## src/rdr_pkg.sv

```systemverilog
// ----------------------------------------------------------------------------
// rdr_pkg
// Shared types and register codes of the radial distortion residual unit.
// ----------------------------------------------------------------------------
package rdr_pkg;

    // pipeline advance and item valid, handed to the sqrt pipelines
    typedef struct packed {
        logic en;
        logic valid;
    } rdr_step_t;

    localparam int CFG_INDEX_W = 4;

    localparam logic [CFG_INDEX_W-1:0] REG_HALF_WIDTH  = 4'd0;
    localparam logic [CFG_INDEX_W-1:0] REG_HALF_HEIGHT = 4'd1;
    localparam logic [CFG_INDEX_W-1:0] REG_SHIFT_X     = 4'd2;
    localparam logic [CFG_INDEX_W-1:0] REG_SHIFT_Y     = 4'd3;
    localparam logic [CFG_INDEX_W-1:0] REG_HUBER_SIGMA = 4'd4;
    localparam logic [CFG_INDEX_W-1:0] REG_COEFFS_0    = 4'd5;
    localparam logic [CFG_INDEX_W-1:0] REG_COEFFS_1    = 4'd6;
    localparam logic [CFG_INDEX_W-1:0] REG_COEFFS_2    = 4'd7;

endpackage

```

## src/rdr_isqrt.sv

```systemverilog
// ----------------------------------------------------------------------------
// rdr_isqrt
// Pipelined integer square root, one result bit per stage, with side payload.
// ----------------------------------------------------------------------------
module rdr_isqrt #(
    parameter int ROOT_W = 22,
    parameter int PAY_W  = 2
) (
    input  logic                    aclk,
    input  logic                    aresetn,
    input  rdr_pkg::rdr_step_t      in_step,
    input  logic [2*ROOT_W-1:0]     in_radicand,
    input  logic [PAY_W-1:0]        in_pay,
    output logic                    out_valid,
    output logic [ROOT_W-1:0]       out_root,
    output logic [PAY_W-1:0]        out_pay
);

    localparam int RAD_W = 2 * ROOT_W;
    localparam int REM_W = ROOT_W + 2;

    logic              vld_reg  [ROOT_W];
    logic [RAD_W-1:0]  rad_reg  [ROOT_W];
    logic [REM_W-1:0]  rem_reg  [ROOT_W];
    logic [ROOT_W-1:0] root_reg [ROOT_W];
    logic [PAY_W-1:0]  pay_reg  [ROOT_W];

    for (genvar k = 0; k < ROOT_W; k++) begin : g_stage
        logic              vld_src;
        logic [RAD_W-1:0]  rad_src;
        logic [REM_W-1:0]  rem_src;
        logic [ROOT_W-1:0] root_src;
        logic [PAY_W-1:0]  pay_src;
        logic [REM_W-1:0]  rem_sh;
        logic [REM_W-1:0]  trial;

        if (k == 0) begin : g_first
            assign vld_src  = in_step.valid;
            assign rad_src  = in_radicand;
            assign rem_src  = '0;
            assign root_src = '0;
            assign pay_src  = in_pay;
        end else begin : g_next
            assign vld_src  = vld_reg[k-1];
            assign rad_src  = rad_reg[k-1];
            assign rem_src  = rem_reg[k-1];
            assign root_src = root_reg[k-1];
            assign pay_src  = pay_reg[k-1];
        end

        // bring down the next two radicand bits, try root*4+1
        assign rem_sh = {rem_src[ROOT_W-1:0], rad_src[RAD_W-1 -: 2]};
        assign trial  = {root_src, 2'b01};

        always_ff @(posedge aclk) begin
            if (!aresetn) begin
                vld_reg[k] <= 1'b0;
            end else if (in_step.en) begin
                vld_reg[k] <= vld_src;
            end
        end

        always_ff @(posedge aclk) begin
            if (in_step.en) begin
                rad_reg[k] <= rad_src << 2;
                pay_reg[k] <= pay_src;
                if (rem_sh >= trial) begin
                    rem_reg[k]  <= rem_sh - trial;
                    root_reg[k] <= {root_src[ROOT_W-2:0], 1'b1};
                end else begin
                    rem_reg[k]  <= rem_sh;
                    root_reg[k] <= {root_src[ROOT_W-2:0], 1'b0};
                end
            end
        end
    end

    assign out_valid = vld_reg[ROOT_W-1];
    assign out_root  = root_reg[ROOT_W-1];
    assign out_pay   = pay_reg[ROOT_W-1];

endmodule

```

## config.mk

```make
export PLATFORM = sky130hd
export DESIGN_NAME = rdr_isqrt
export DESIGN_NICKNAME = d
export VERILOG_FILES = /design/src/rdr_pkg.sv /design/src/rdr_isqrt.sv
export SDC_FILE = /design/constraint.sdc
export NUM_CORES = 2
export LEC_CHECK = 0
export ABC_AREA = 0
export BUFFER_PORTS_ARGS = -buffer_cell sky130_fd_sc_hd__buf_2
export CAP_MARGIN = 20
export CORE_ASPECT_RATIO = 2
export CORE_MARGIN = 10
export CORE_UTILIZATION = 63
export CTS_CLUSTER_DIAMETER = 120
export DETAILED_ROUTE_END_ITERATION = 7
export GPL_TIMING_DRIVEN = 0
export PLACE_DENSITY = 0.87
export SYNTH_ARGS = -nofsm -noshare
export SYNTH_HDL_FRONTEND = slang
export SYNTH_SLANG_ARGS = --single-unit
```

## constraint.sdc

```tcl
create_clock -name aclk -period 3.95 [get_ports aclk]
set_input_delay 0.395 -clock aclk [delete_from_list [all_inputs] [get_ports aclk]]
set_output_delay 0.395 -clock aclk [all_outputs]
set_load 0.02 [all_outputs]
```

==> metrics.yaml <==
fin_crit_ps: 4010
multi_input_area_um2: 17800
firstDrtPassIters: 8
cp.required_ps: 4340
fill_cells: 5745
slew-limit-headroom: 0.298
ys_async_sr_fraction: 0
largest_reg_flops: 462
nets: 4821
cp-end-kind: "flop"
drtIter0Drc: 2426
clock_skew_ps: 39.7
worst_hold_slack_ps: 109
ys_ff_latch: 1215
syn_nets: 4570
via_count: 35300
synthesis.area_um2: 55800
status: "finished, violations left"
arrival_ps: 4400
ant_nets: 0
wl_um: 131000
p_int_mw: 24.1
yosysWarnings: 0
numCtsBuffers: 101
cts-root-buf: "clkbuf_16"
drc: 4
overflow: 0
place_hpwl_um: 94700
min_path_cells: 3
clkPwrFrac: 0.293
die-area_um2: 102000
setup_violations: 14
cap_violations: 0
dp.cells: 5503
routed_via_density: 6.14
grt_pass1_wl_um: 197000
io_buffers: 74
coreArea_um2: 88100
hold_viol: 0
htreeDepth: 3
clk_pin_slew_ps: 70
row_count: 154
hp-start: "in_radicand[42]"
fp.dieW_um: 230
pwr-share-comb: 0.205
drive_gt1_frac: 0.0921
instances_no_fill: 5744
vdd_drop_max_uv: 546
violations: "DRC, setup timing"
power_density_nw_per_um2: 544
seqCellArea_um2: 36500
grt_max_degree: 117
reg2regPathDepth: 10
yosysSeqAreaShare: 0.653
cts_tree: "yes"
power_switching_mw: 9.60
grt_pass1_vias: 37500
pwr-share-seq: 0.502
setup.worst_path.start_class: "flop"
path_max_fanout: 5
r2r_end: "rem_reg[1][188]"
r2r-start: "rad_reg[1][292]"
worst_pin_slew_ps: 1040
cts.sinks: 1215
start_util: 0.634
ys.flop_type: "edfxtp_1"
place.gp.congestion: 0.998
grt_usage: 0.257
syn-instance-count: 4243
final_util: 0.704
fmax_mhz: 250
r2r_setup_slack_ps: -60
antenna_found_initial: 3
fin_crit_sh: 1.01
p_sw_frac: 0.284
power_mw: 33.7
ys_types: 87
die_y_um: 441
leakage_nw: 23.8
area_growth_pct: 11.1
wire_per_inst_um: 22.9
slew_violations: 0
synth_edf_count: 1213
whs_endpoint: "rem_reg[0][0]"
ioPinCount: 75
path_class: "reg -> reg"
worst_slack_ps: -57.4
clkLatencyLatePin_ps: 730
min_path_type: "in -> reg"
avgSynthCellArea_um2: 13.2
cts.path.max_buffers: 3
==> power by group through the flow <==
stage / registers [mW] / logic (mW) / clock network (mW)
2_1_floorplan: 16.9 / 4.86 / 0
3_3_place_gp: 17.2 / 6.33 / 0
3_5_place_dp: 17.2 / 6.64 / 0
4_1_cts: 16.9 / 6.77 / 10.0
5_1_grt: 17.0 / 7.55 / 10.5
6_report: 16.9 / 6.93 / 9.87
==> layer usage <==
layer / track usage / share of wire / up-vias
met1: 0.186 / 0.26 / 17000
met5: 0 / 0.00015 / -
met2: 0.495 / 0.56 / 1359
met3: 0.0559 / 0.050 / 736
met4: 0.290 / 0.13 / 2
li1: - / - / 16200
==> through the flow <==
step	worst slack [ps]	setup TNS [ps]	cell area, um2
4_1_cts	12.6	0	61800
3_3_place_gp	-8610	-	57700
6_report	-57.4	-410	62000
5_1_grt	-95.7	-649	62000
2_1_floorplan	1100	0	55800
3_5_place_dp	-1840	-1308830	58000
==> how the worst max path moves through the flow <==
stage                     from         endpoint  slack [ps]  cells after the start
3_3_place_gp        in_step[1]   rem_reg[2][19]       -8610                      5
6_report       rad_reg[1][292]  rem_reg[1][188]         -60                     10
5_1_grt        rad_reg[1][292]  rem_reg[1][183]        -100                     11
4_1_cts        rad_reg[1][250]  rem_reg[1][159]          10                     10
3_5_place_dp        in_step[1]   rem_reg[2][16]       -1840                     10
2_1_floorplan   rem_reg[2][72]  rem_reg[2][111]        1100                     10
==> worst max-delay path, stage by stage (launching register included) <==
cell and delay [ps]:
edfxtp_1 640, inv_1 150, ha_1 230, nor2b_1 90, o31ai_1 460, a21oi_1 270, o21a_1 260, nor2_1 380
o31ai_1 240, a2111oi_0 750, xor2_1 220
==> synthesized netlist by cell type, types with 21 or more instances <==
library cell	count	area, um2
ha_1	277	3470
or2_2	25	156
inv_1	335	1260
xnor2_1	180	1580
o21ai_0	211	1060
and3_1	37	231
a211oi_1	27	203
mux2_2	53	597
xor2_1	150	1310
nand2b_1	62	388
o21a_1	50	375
nor4_1	50	313
a21o_1	79	593
nor2_1	258	968
a21oi_1	246	1230
nand2_1	269	1010
or3_1	50	313
nor2b_1	39	244
nor3_1	112	561
edfxtp_1	1213	36400
o211ai_1	24	180
o31ai_1	21	158
clkbuf_1	78	293
nand3_1	73	365
nand4_1	50	313
==> logic make-up (layout without fill, tap and decap cells) <==
kind of cell | Yosys count | in the layout | share of synthesized area
mux | 60 | 60 | 0.0119
xor+xnor | 330 | 330 | 0.0518
fa+ha+maj | 277 | 277 | 0.0621
flops | 1215 | 1215 | 0.653
simple gates | 1140 | 1140 | 0.104
compound gates | 785 | 785 | 0.0864
buf+inv | 436 | 764 | 0.0302
other cells | 0 | 3 | 0
==> timing repair <==
action,4_1_cts,5_1_grt
hold endpoints to repair,47,0
resized for setup,22,26
hold buffers,47,0
setup buffers,1,5
gates cloned,3,1
setup endpoints to repair,935,111
pin swaps,0,4
==> layout by cell type (no fill, tap or decap), types with 50 or more instances in the layout <==
master,n
clkbuf_16,104
a21oi_1,246
buf_2,90
nand2_1,269
xor2_1,150
edfxtp_1,1213
nand4_1,50
ha_1,276
o21ai_0,211
nor2_1,257
nor3_1,108
xnor2_1,180
inv_1,335
clkbuf_1,63
nand3_1,73
or3_1,50
nand2b_1,61
a21o_1,79
mux2_2,53
o21a_1,50
==> layout make-up <==
class | count | share of cell area
clock buffer | 119 | 0.0425
antenna | 3 | 0.000121
tap | 1170 | 0.0236
inverter | 335 | 0.0203
multi-input combinational | 2592 | 0.287
timing repair buffer | 149 | 0.0216
buffer | 100 | 0.00765
sequential | 1215 | 0.588
clock inverter | 61 | 0.00882
Note: power is estimated with default switching activity, not from simulation.
